File: config.mk
export PLATFORM = sky130hd
export DESIGN_NAME = krt_ctrl
export DESIGN_NICKNAME = d
export VERILOG_FILES = /design/src/design/krt_pkg.sv /design/src/design/krt_ctrl.sv
export SDC_FILE = /design/constraint.sdc
export NUM_CORES = 1
export LEC_CHECK = 0
export BUFFER_PORTS_ARGS = -buffer_cell sky130_fd_sc_hd__buf_4
export CAP_MARGIN = 0
export CELL_PAD_IN_SITES_DETAIL_PLACEMENT = 1
export CELL_PAD_IN_SITES_GLOBAL_PLACEMENT = 1
export CORE_UTILIZATION = 25
export CTS_BUF_LIST = sky130_fd_sc_hd__clkbuf_8
export CTS_CLUSTER_DIAMETER = 200
export DETAILED_ROUTE_END_ITERATION = 10
export GPL_TIMING_DRIVEN = 0
export PLACE_DENSITY_LB_ADDON = 0.1
export SYNTH_ARGS = -nofsm -noshare
export SYNTH_HDL_FRONTEND = slang
export SYNTH_SLANG_ARGS = --single-unit
File: constraint.sdc
create_clock -name clk -period 1.34 [get_ports clk]
set_input_delay 0.134 -clock clk [delete_from_list [all_inputs] [get_ports clk]]
set_output_delay 0.134 -clock clk [all_outputs]
set_load 0.1 [all_outputs]
File: src/design/krt_pkg.sv
// Shared types, widths and codes for the keyed record table.
`default_nettype none

package krt_pkg;

    // Default number of record slots
    localparam int unsigned CAPACITY_DEF = 512;

    // Fixed field widths
    localparam int unsigned OPC_W = 2;
    localparam int unsigned KEY_W = 30;
    localparam int unsigned VAL_W = 64;
    localparam int unsigned STS_W = 3;
    localparam int unsigned CNT_OUT_W = 10;

    typedef enum logic [OPC_W-1:0] {
        OP_INSERT   = 2'd0,
        OP_DELETE   = 2'd1,
        OP_RETRIEVE = 2'd2
    } opcode_t;

    typedef enum logic [STS_W-1:0] {
        ST_OK       = 3'd0,
        ST_DUP      = 3'd1,
        ST_ABSENT   = 3'd2,
        ST_FULL     = 3'd3,
        ST_MISMATCH = 3'd4
    } status_t;

    typedef enum logic [1:0] {
        S_IDLE,
        S_SEARCH,
        S_SHIFT,
        S_RESULT
    } state_t;

    // One stored record
    typedef struct packed {
        logic [KEY_W-1:0] key;
        logic [VAL_W-1:0] value;
    } rec_t;

    // Controller to datapath
    typedef struct packed {
        logic    load_item;
        logic    scan_start;
        logic    step;
        logic    shift_start;
        logic    shift_write;
        logic    append;
        logic    drop_count;
        logic    set_status;
        status_t status_code;
        logic    post;
    } cmd_t;

    // Datapath to controller
    typedef struct packed {
        logic             hit;
        logic             val_eq;
        logic             scan_end;
        logic             full;
        logic             out_free;
        logic [OPC_W-1:0] op;
    } stat_t;

endpackage

`default_nettype wire

File: src/design/krt_ctrl.sv
// Controller state machine for the keyed record table.
`default_nettype none

module krt_ctrl
(
    input  wire logic          clk,
    input  wire logic          rst_n,
    input  wire logic          req_valid,
    output logic               req_stall,
    input  wire krt_pkg::stat_t st,
    output krt_pkg::cmd_t      cmd
);

    krt_pkg::state_t state_reg;
    krt_pkg::state_t state_next;

    // Hold state
    always_ff @(posedge clk or negedge rst_n)
    begin
        if (!rst_n)
        begin
            state_reg <= krt_pkg::S_IDLE;
        end
        else
        begin
            state_reg <= state_next;
        end
    end

    // Next state
    always_comb
    begin
        state_next = state_reg;
        case (state_reg)
            krt_pkg::S_IDLE:
            begin
                if (req_valid)
                begin
                    state_next = krt_pkg::S_SEARCH;
                end
            end
            krt_pkg::S_SEARCH:
            begin
                if (st.hit)
                begin
                    if (st.op == krt_pkg::OP_DELETE)
                    begin
                        state_next = krt_pkg::S_SHIFT;
                    end
                    else
                    begin
                        state_next = krt_pkg::S_RESULT;
                    end
                end
                else if (st.scan_end)
                begin
                    state_next = krt_pkg::S_RESULT;
                end
            end
            krt_pkg::S_SHIFT:
            begin
                if (st.scan_end)
                begin
                    state_next = krt_pkg::S_RESULT;
                end
            end
            krt_pkg::S_RESULT:
            begin
                if (st.out_free)
                begin
                    state_next = krt_pkg::S_IDLE;
                end
            end
            default:
            begin
                state_next = krt_pkg::S_IDLE;
            end
        endcase
    end

    // Outputs
    always_comb
    begin
        cmd = '0;
        cmd.status_code = krt_pkg::ST_ABSENT;
        req_stall = 1'b1;
        case (state_reg)
            krt_pkg::S_IDLE:
            begin
                req_stall = 1'b0;
                if (req_valid)
                begin
                    cmd.load_item  = 1'b1;
                    cmd.scan_start = 1'b1;
                end
            end
            krt_pkg::S_SEARCH:
            begin
                if (st.hit)
                begin
                    case (st.op)
                        krt_pkg::OP_INSERT:
                        begin
                            cmd.set_status  = 1'b1;
                            cmd.status_code = krt_pkg::ST_DUP;
                        end
                        krt_pkg::OP_DELETE:
                        begin
                            cmd.shift_start = 1'b1;
                        end
                        krt_pkg::OP_RETRIEVE:
                        begin
                            cmd.set_status  = 1'b1;
                            cmd.status_code = st.val_eq ? krt_pkg::ST_OK
                                                        : krt_pkg::ST_MISMATCH;
                        end
                        default:
                        begin
                            cmd.set_status  = 1'b1;
                            cmd.status_code = krt_pkg::ST_ABSENT;
                        end
                    endcase
                end
                else if (st.scan_end)
                begin
                    cmd.set_status = 1'b1;
                    if (st.op == krt_pkg::OP_INSERT)
                    begin
                        if (st.full)
                        begin
                            cmd.status_code = krt_pkg::ST_FULL;
                        end
                        else
                        begin
                            cmd.append      = 1'b1;
                            cmd.status_code = krt_pkg::ST_OK;
                        end
                    end
                    else
                    begin
                        cmd.status_code = krt_pkg::ST_ABSENT;
                    end
                end
                else
                begin
                    cmd.step = 1'b1;
                end
            end
            krt_pkg::S_SHIFT:
            begin
                cmd.shift_write = 1'b1;
                if (st.scan_end)
                begin
                    cmd.drop_count  = 1'b1;
                    cmd.set_status  = 1'b1;
                    cmd.status_code = krt_pkg::ST_OK;
                end
                else
                begin
                    cmd.step = 1'b1;
                end
            end
            krt_pkg::S_RESULT:
            begin
                cmd.post = st.out_free;
            end
            default:
            begin
                req_stall = 1'b1;
            end
        endcase
    end

endmodule

`default_nettype wire

==> results of run 1 <==
## synthesized netlist by cell type, drive strengths merged, types with 2 or more instances
master | number | area share, %
a31oi | 2 | 3.4
nor2 | 4 | 4.1
and2 | 4 | 7.1
buf | 3 | 5.4
nor2b | 3 | 7.1
dfrtp | 2 | 14
nand2 | 2 | 2.0
a21oi | 2 | 2.7
nor4b | 2 | 6.5
nor4 | 2 | 3.4
ha | 5 | 17
o21ai | 2 | 2.7
inv | 5 | 5.1
## logic make-up after synthesis
| kind of cell | count (synthesis) |
|---|---|
| and+or+nand+nor | 22 |
| buffers and inverters | 8 |
| DFF | 2 |
| AOI/OAI and AO/OA | 11 |
| adders and majority gates | 5 |
## metal layers
layer  vias up  global-route usage, %
met5         -                      0
met2        26                   45.6
li1        240                      -
met4         0                   10.0
met1       263                   24.9
met3         6                   7.22
## how the worst max path moves through the flow
stage                     cells past startpoint         start            to  slack [ns]
after global routing                          6  state_reg[1]  state_reg[0]       -0.42
final                                         6  state_reg[1]        cmd[4]       -0.38
after detailed placement                      7  state_reg[1]        cmd[9]       -0.36
after global placement                        7  state_reg[1]        cmd[9]       -0.36
after floorplan                               4  state_reg[0]        cmd[3]       -0.71
after CTS                                     6  state_reg[1]        cmd[3]       -0.31
## cell type report
type | count | area [um2]
buffer | 2 | 25.0
clock buffer | 3 | 41.3
fill | 120 | 317
inverter | 5 | 25.0
multi-input combinational | 38 | 430
sequential | 2 | 51.3
tap | 15 | 18.8
timing repair buffer | 34 | 425
## per-stage QoR
step	setup WS, ns	cell area, um2	utilization [%]
3_3_place_gp	-0.359	682	51.1
3_5_place_dp	-0.356	682	51.1
2_1_floorplan	-0.705	505	-
5_1_grt	-0.421	1020	76.3
6_report	-0.377	1020	76.3
4_1_cts	-0.305	970	72.7
## worst reg2reg max path, stage by stage, from the launching register on
cell      delay [ns]
dfrtp_1         0.38
buf_4           0.14
buf_6           0.12
ha_2            0.18
nor2b_4         0.14
nor4_1          0.40
a211oi_1        0.16
## what timing repair did
action	4_1_cts	5_1_grt
resized for setup	44	5
setup buffers	9	3
pin swaps	3	3
hold buffers	1	0
setup endpoints to repair	15	15
endpoints found under the hold margin	2	0
==> results.yml, run 1 <==
placement:
  dpl.hpwl_um: 845
  dp.cells: 84
  port_buffers: 21
  finalWeightedCongestion: 0.728
finish:
  fin_cells: 99
  area_growth_pct: 177
  antenna_cells: 0
  largest_reg_flops: 2
  final_common_cell: "buf_4"
  final_cell_mix: "17 x buf_4, 11 x buf_12, 4 x and2_4, 4 x buf_6"
  nets: 101
  drive_gt1_share_pct: 77.4
logic_synthesis:
  synth-edff-count: 0
  avgSynthCellArea_um2: 7.66
  synth_warnings: 0
  ys_seq_area_share_pct: 13.6
  synth_top_family_by_area: "simple AND/OR/NAND/NOR gates"
  synth_cell_types: 27
  syn_nets: 63
  synth-xor-area-share_pct: 0
  synth_adder_area_share_pct: 17.0
  synth-simple-area-share_pct: 38.8
  synth-async-reset-ratio_pct: 100
  synth_cells: 48
  synth_mux_area_share_pct: 0
  synth-main-ff-cell: "dfrtp_1"
  ys_ff_latch: 2
  synth-compound-area-share_pct: 20.1
  syn_area_um2: 368
clocking:
  cts_tree: "yes"
  clock_latency_ns: 0.22
  clk_pin_slew_worst_paths_ns: 0.04
  clockBufferDepth: 2
  root_buffer: "clkbuf_8"
  cts_buffers: 3
  htreeDepth: 1
  clock-sinks: 2
status:
  outcome: "finished, violations left"
  violations: "negative setup slack"
sta:
  slew_viol_final: 0
  setup_viol: 15
  holdWs_ns: 0.238
  setup_tns_ns: -3.60
  finClkSkew_ns: 0.00546
  fin_ws_ns: -0.377
  period_share_pct: 128
  final_hold_viol_count: 0
  max_freq_ghz: 0.582
  layout_min_cycle_time_ns: 1.72
  slew_headroom_pct: 72.1
  rsz0062_at_grt: "true"
  tightest_slew_ns: 0.415
worst_setup_path:
  cp_top_family: "flip-flops"
  crit_buf_inv: 2
  path_cells: "inv_2, ha_4, nor2b_4, o21ai_2, a21boi_4, buf_12"
  crit_fanout: 4
  r2r_setup_slack_ns: -0.33
  worstRegToRegCells: 6
  r2r-end: "state_reg[0]"
  worst_setup_path_end_kind: "output port"
  r2r_start: "state_reg[1]"
  start_kind: "flip-flop"
  cp.required_ns: 1.21
  slowest_stage: "dfrtp_1"
  arrival_ns: 1.58
  critPathKind: "reg2out"
  max_stage_delay_ns: 0.38
floorplan:
  core_um2: 1330
  fp.dieH_um: 40.4
  num_rows: 13
  die_width_um: 40.4
  initial_core_util_pct: 27.6
  die_area_um2: 1630
  pin_count: 23
min_path:
  hold_class: "in2async"
global_routing:
  grt_pass1_vias: 499
  grt_use_total_pct: 24.5
  antenna_found_initial: 0
  overflow: 0
  grt_max_degree: 9
  grt_pass1_wl_um: 2500
detailed_routing:
  drc: 0
  wl_met2_um: 1180
  num_vias: 535
  avgRoutedWirePerCell_um: 22.6
  highest_layer: "met4"
  drt-pass1-iter-count: 4
  routed-wl-met3_um: 138
  routed_wl_um: 2240
  met1_length_um: 872
  drt_iter0_drc: 9
  ant_nets: 0
  avgViaCountPerCell: 5.40
flow_run:
  maxCapViolations: 0
Power of run 1 is not shown: default switching activity piles up to over one toggle a cycle in this logic, so the estimate is an artifact.
==> inputs of run 2 (changes only) <==
--- a/config.mk
+++ b/config.mk
@@ -14,7 +14,9 @@
 export CTS_CLUSTER_DIAMETER = 200
 export DETAILED_ROUTE_END_ITERATION = 10
 export GPL_TIMING_DRIVEN = 0
+export MAX_ROUTING_LAYER = met4
 export PLACE_DENSITY_LB_ADDON = 0.1
+export RECOVER_POWER = 50
 export SYNTH_ARGS = -nofsm -noshare
 export SYNTH_HDL_FRONTEND = slang
 export SYNTH_SLANG_ARGS = --single-unit
==> results.yml, run 2 (synthesis gave the netlist of run 1 again) <==
status:
  outcome: "finished, violations left"
  violations: "negative setup slack"
global_routing:
  overflow: 0
  grt_use_total_pct: 25.3
  antenna_found_initial: 0
  grt_pass1_vias: 499
  grt_pass1_wl_um: 2510
  grt_max_degree: 9
sta:
  layout_min_cycle_time_ns: 1.71
  max_freq_ghz: 0.583
  setup_viol: 15
  slew_headroom_pct: 72.1
  tightest_slew_ns: 0.415
  rsz0062_at_grt: "true"
  slew_viol_final: 0
  setup_tns_ns: -3.60
  fin_ws_ns: -0.374
  final_hold_viol_count: 0
  finClkSkew_ns: 0.00579
  period_share_pct: 128
detailed_routing:
  ant_nets: 0
  drt-pass1-iter-count: 4
  drt_iter0_drc: 10
  avgViaCountPerCell: 5.35
  routed_wl_um: 2230
  drc: 0
  avgRoutedWirePerCell_um: 22.5
  num_vias: 530
worst_setup_path:
  critPathKind: "reg2out"
  arrival_ns: 1.58
  cp.required_ns: 1.21
  worstRegToRegCells: 6
  worst_setup_path_end_kind: "output port"
  start_kind: "flip-flop"
  crit_fanout: 4
finish:
  fin_cells: 99
  fill_cells: 120
  final_cell_mix: "16 x buf_4, 11 x buf_12, 4 x and2_4, 4 x buf_6"
  largest_reg_flops: 2
  drive_gt1_share_pct: 76.2
  antenna_cells: 0
  nets: 101
  area_growth_pct: 176
  final_common_cell: "buf_4"
placement:
  port_buffers: 21
  finalWeightedCongestion: 0.736
  dpl.hpwl_um: 845
  dp.cells: 84
  preCtsSetupSlack_ns: -0.356
clocking:
  clock_latency_ns: 0.22
  htreeDepth: 1
  clockBufferDepth: 2
  clk_pin_slew_worst_paths_ns: 0.03
  root_buffer: "clkbuf_8"
  clock-sinks: 2
  cts_tree: "yes"
  cts_buffers: 3
flow_run:
  maxCapViolations: 0
floorplan:
  fp.dieH_um: 40.4
  num_rows: 13
  core_um2: 1330
  pin_count: 23
  die_area_um2: 1630
  initial_core_util_pct: 27.6
  die_width_um: 40.4
min_path:
  hold_class: "in2async"
[run 2: cell count changes in the layout (fill, tap and decap cells not counted), sizes merged]
cell	before	now
buf	35	34
clkbuf	3	4
[run 2: worst max-delay path: stages, from the launching register on]
cell and delay [ns]:
dfrtp_1 0.38, inv_2 0.10, ha_4 0.17, nor2b_4 0.22, o21ai_2 0.10, a21boi_4 0.18, buf_12 0.20
[run 2: cell type report]
type	instances	area (um2)	area share (%)
Tap cell	15	18.8	1.85
Clock buffer	3	41.3	4.07
Inverter	5	25.0	2.47
Buffer	2	25.0	2.47
Timing Repair Buffer	34	422	41.6
Sequential cell	2	51.3	5.06
Multi-Input combinational cell	38	430	42.5
[run 2: final timing paths]
kind	startpoint	to	slack, ns
worst min-delay path	rst_n	state_reg[0]	0.24
max in group asynchronous	rst_n	state_reg[0]	0.95
worst min register to register	state_reg[1]	state_reg[1]	0.74
min in group clk	st[6]	state_reg[0]	0.37
worst max register to register	state_reg[1]	state_reg[0]	-0.33
worst max-delay path	state_reg[1]	cmd[4]	-0.37
[run 2: per-stage QoR]
| stage | cell area (um2) | utilization, % | hold slack (ns) |
|---|---|---|---|
| finish | 1010 | 76.0 | 0.241 |
| global route | 1010 | 76.0 | 0.250 |
| global placement | 682 | 51.1 | -0.0837 |
| floorplan | 505 | - | -0.162 |
| detailed placement | 682 | 51.1 | -0.0826 |
| CTS | 970 | 72.7 | 0.252 |
[run 2: metal layers]
| layer | up-vias | global-route usage, % | wire length (um) |
|---|---|---|---|
| met4 | 0 | 10.0 | 41 |
| met1 | 258 | 25.6 | 860 |
| met5 | - | - | 0 |
| met3 | 6 | 7.22 | 136 |
| met2 | 26 | 45.2 | 1190 |
| li1 | 240 | - | - |
[run 2: timing repair]
| action | in CTS | in global routing |
|---|---|---|
| setup buffers | 9 | 3 |
| setup endpoints to repair | 15 | 15 |
| hold buffers | 1 | 0 |
| pin swaps | 3 | 4 |
| endpoints found under the hold margin | 2 | 0 |
| gates resized for setup | 44 | 5 |
Power of run 2 is left out for the same reason.
==> inputs of run 3 (changes only) <==
--- a/config.mk
+++ b/config.mk
@@ -9,6 +9,7 @@
 export CAP_MARGIN = 0
 export CELL_PAD_IN_SITES_DETAIL_PLACEMENT = 1
 export CELL_PAD_IN_SITES_GLOBAL_PLACEMENT = 1
+export CORE_MARGIN = 2
 export CORE_UTILIZATION = 25
 export CTS_BUF_LIST = sky130_fd_sc_hd__clkbuf_8
 export CTS_CLUSTER_DIAMETER = 200
==> results.yml, run 3 <==
floorplan:
  fp.dieH_um: 42.4
  pin_count: 23
  die_width_um: 42.4
  num_rows: 13
  initial_core_util_pct: 27.6
clocking:
  htreeDepth: 1
  clock-sinks: 2
  root_buffer: "clkbuf_8"
  cts_buffers: 3
  clockBufferDepth: 2
status:
  error_line: "[ERROR DPL-0033] detailed placement checks failed during check placement."
  haltStage: "global routing (5_1_grt)"
  outcome: "stopped before the end"
logic_synthesis:
  synth_top_area_cell: "ha_1"
  synth_cell_types: 27
  ys_seq_area_share_pct: 13.6
  synth_cells: 48
  syn_nets: 63
  synth-main-ff-cell: "dfrtp_1"
  avgSynthCellArea_um2: 7.66
  synth-edff-count: 0
  ys_ff_latch: 2
  synth_warnings: 0
  synth.top_cell.area_share_pct: 17.0
  syn_area_um2: 368
  synth-async-reset-ratio_pct: 100
  synth.cells.most_frequent: "5 x ha_1, 5 x inv_1, 4 x nor2_1"
  netlist_top_cells_area: "ha_1 17%, dfrtp_1 14%, and2_1 5.1%"
sta:
  worstEndpointGrtRepair: "cmd[9]"
  endpoint_type: "primary output"
placement:
  dpl_cell_area_um2: 682
  finalWeightedCongestion: 0.738
  dpl.hpwl_um: 852
  port_buffers: 21
global_routing:
  grt_max_degree: 9
  antenna_found_initial: 0
[run 3: cell families after synthesis]
group	Yosys count	synth area share (%)
AND/OR/NAND/NOR	22	38.8
adder cells (fa/ha/maj)	5	17.0
flip-flops	2	13.6
AO/OA/AOI/OAI	11	20.1
buffers and inverters	8	10.5
[run 3: stage by stage]
stage                     utilization [%]  hold WS (ns)  instances  setup WS (ns)
after global placement               51.1       -0.0837         84         -0.360
after detailed placement             51.1       -0.0826         84         -0.355
after CTS                            70.8         0.248         95         -0.314
after floorplan                         -        -0.162         48         -0.705
[run 3: what timing repair did]
item | in CTS
gates resized for setup | 37
gates cloned | 0
endpoints found under the setup margin | 15
pin swaps | 2
setup buffers | 8
hold buffers | 1
endpoints found under the hold margin | 2
==> inputs of run 4 (changes only) <==
==> config.mk (replaced) <==
export PLATFORM = sky130hd
export DESIGN_NAME = krt_ctrl
export DESIGN_NICKNAME = d
export VERILOG_FILES = /design/src/design/krt_pkg.sv /design/src/design/krt_ctrl.sv
export SDC_FILE = /design/constraint.sdc
export NUM_CORES = 1
export LEC_CHECK = 0
export BUFFER_PORTS_ARGS = -buffer_cell sky130_fd_sc_hd__buf_4
export CAP_MARGIN = 0
export CORE_AREA = 2 2 63 65
export DETAILED_ROUTE_END_ITERATION = 10
export DIE_AREA = 0 0 65 67
export GPL_TIMING_DRIVEN = 0
export PLACE_DENSITY_LB_ADDON = 0.15
export RECOVER_POWER = 50
export SYNTH_ARGS = -nofsm -noshare
export SYNTH_HDL_FRONTEND = slang
export SYNTH_SLANG_ARGS = --single-unit
==> constraint.sdc (replaced) <==
create_clock -name clk -period 1.75 [get_ports clk]
set_input_delay 0.175 -clock clk [delete_from_list [all_inputs] [get_ports clk]]
set_output_delay 0.175 -clock clk [all_outputs]
set_load 0.1 [all_outputs]
==> results.yml, run 4 (synthesis gave the netlist of run 1 again) <==
status:
  outcome: "finished clean"
detailed_routing:
  avgViaCountPerCell: 3.71
  num_vias: 471
  drt_iter0_drc: 8
  drt-pass1-iter-count: 4
  avgRoutedWirePerCell_um: 10.1
  routed_wl_um: 1280
  drc: 0
  ant_nets: 0
sta:
  slew_headroom_pct: 63.9
  finClkSkew_ns: 0.000437
  slew_viol_final: 0
  tightest_slew_ns: 0.545
  max_freq_ghz: 0.584
  setup_viol: 0
  layout_min_cycle_time_ns: 1.71
  final_hold_viol_count: 0
  rsz0062_at_grt: "true"
  period_share_pct: 97.9
worst_setup_path:
  crit_fanout: 8
  worst_setup_path_end_kind: "output port"
  worstRegToRegCells: 6
  crit_start: "state_reg[1]"
  critPathKind: "reg2out"
  arrival_ns: 1.54
  r2r-end: "state_reg[0]"
  cp.required_ns: 1.57
  r2r_start: "state_reg[0]"
  start_kind: "flip-flop"
  r2r_setup_slack_ns: 0.20
  endpoint: "cmd[9]"
min_path:
  hold_class: "in2async"
finish:
  multi_input_area_um2: 399
  nets: 96
  final_util_pct: 23.2
  fill_cells: 395
  area_growth_pct: 127
  largest_reg_flops: 2
  final_common_cell: "buf_4"
  ff_latch_area_um2: 52.6
  antenna_cells: 0
  drive_gt1_share_pct: 67.1
global_routing:
  grt_pass1_vias: 474
  overflow: 0
  grt_pass1_wl_um: 2280
  grt_use_total_pct: 6.65
  antenna_found_initial: 0
  grt_max_degree: 10
placement:
  dpl.hpwl_um: 993
  finalWeightedCongestion: 0.645
  port_buffers: 21
floorplan:
  die_width_um: 65
  num_rows: 22
  initial_core_util_pct: 10.2
  die_area_um2: 4360
  core_um2: 3610
  fp.dieH_um: 67
  pin_count: 23
clocking:
  htreeDepth: 1
  clk_pin_slew_worst_paths_ns: 0.03
  cts_buffers: 3
  cts_tree: "yes"
  clock_latency_ns: 0.20
  root_buffer: "clkbuf_8"
  clock-sinks: 2
  clockBufferDepth: 2
flow_run:
  maxCapViolations: 0
-- run 4: cell type report --
cell class	instances	share of cell area [%]
Timing Repair Buffer	29	29.8
Tap cell	48	7.19
Multi-Input combinational cell	38	47.8
Clock buffer	3	4.94
Buffer	2	1.50
Sequential cell	2	6.29
Inverter	5	2.54
-- run 4: worst min path at each step --
stage                    to  slack [ns]  depth (start not counted)
6_report       state_reg[0]        0.29                          2
5_1_grt        state_reg[1]        0.30                          2
4_1_cts        state_reg[0]        0.29                          2
3_5_place_dp   state_reg[0]       -0.04                          1
3_3_place_gp   state_reg[1]       -0.04                          1
2_1_floorplan  state_reg[0]       -0.12                          0
-- run 4: per-stage QoR --
stage	setup slack, ns	setup TNS, ns	instance area [um2]	hold slack [ns]	instances
final	0.0369	0	836	0.285	127
after global routing	-0.0665	-0.137	836	0.301	127
after CTS	0.0188	0	793	0.289	123
after detailed placement	0.0200	0	689	-0.0411	117
after global placement	0.00854	0	689	-0.0426	117
after floorplan	-0.336	-1.25	472	-0.121	48
-- run 4: layer usage --
layer	vias to the layer above	wire length, um	GRT usage (%)
met2	20	555	10.2
met4	0	0	1.60
met1	216	622	9.14
met5	-	0	0
li1	235	-	-
met3	0	100	1.86
-- run 4: timing repair --
action / in CTS / in global routing
hold buffers: 1 / 0
setup buffers: 3 / 4
endpoints found under the setup margin: 5 / 5
endpoints found under the hold margin: 2 / 0
pin swaps: 1 / 2
gates resized for setup: 10 / 6
-- run 4: worst max-delay path: stages, from the launching register on --
cell and delay, ns:
dfrtp_2 0.41, inv_4 0.07, ha_4 0.17, nor2b_4 0.22, nor2_4 0.06, nor3b_4 0.20
buf_12 0.20
Power of run 4 is left out for the same reason.
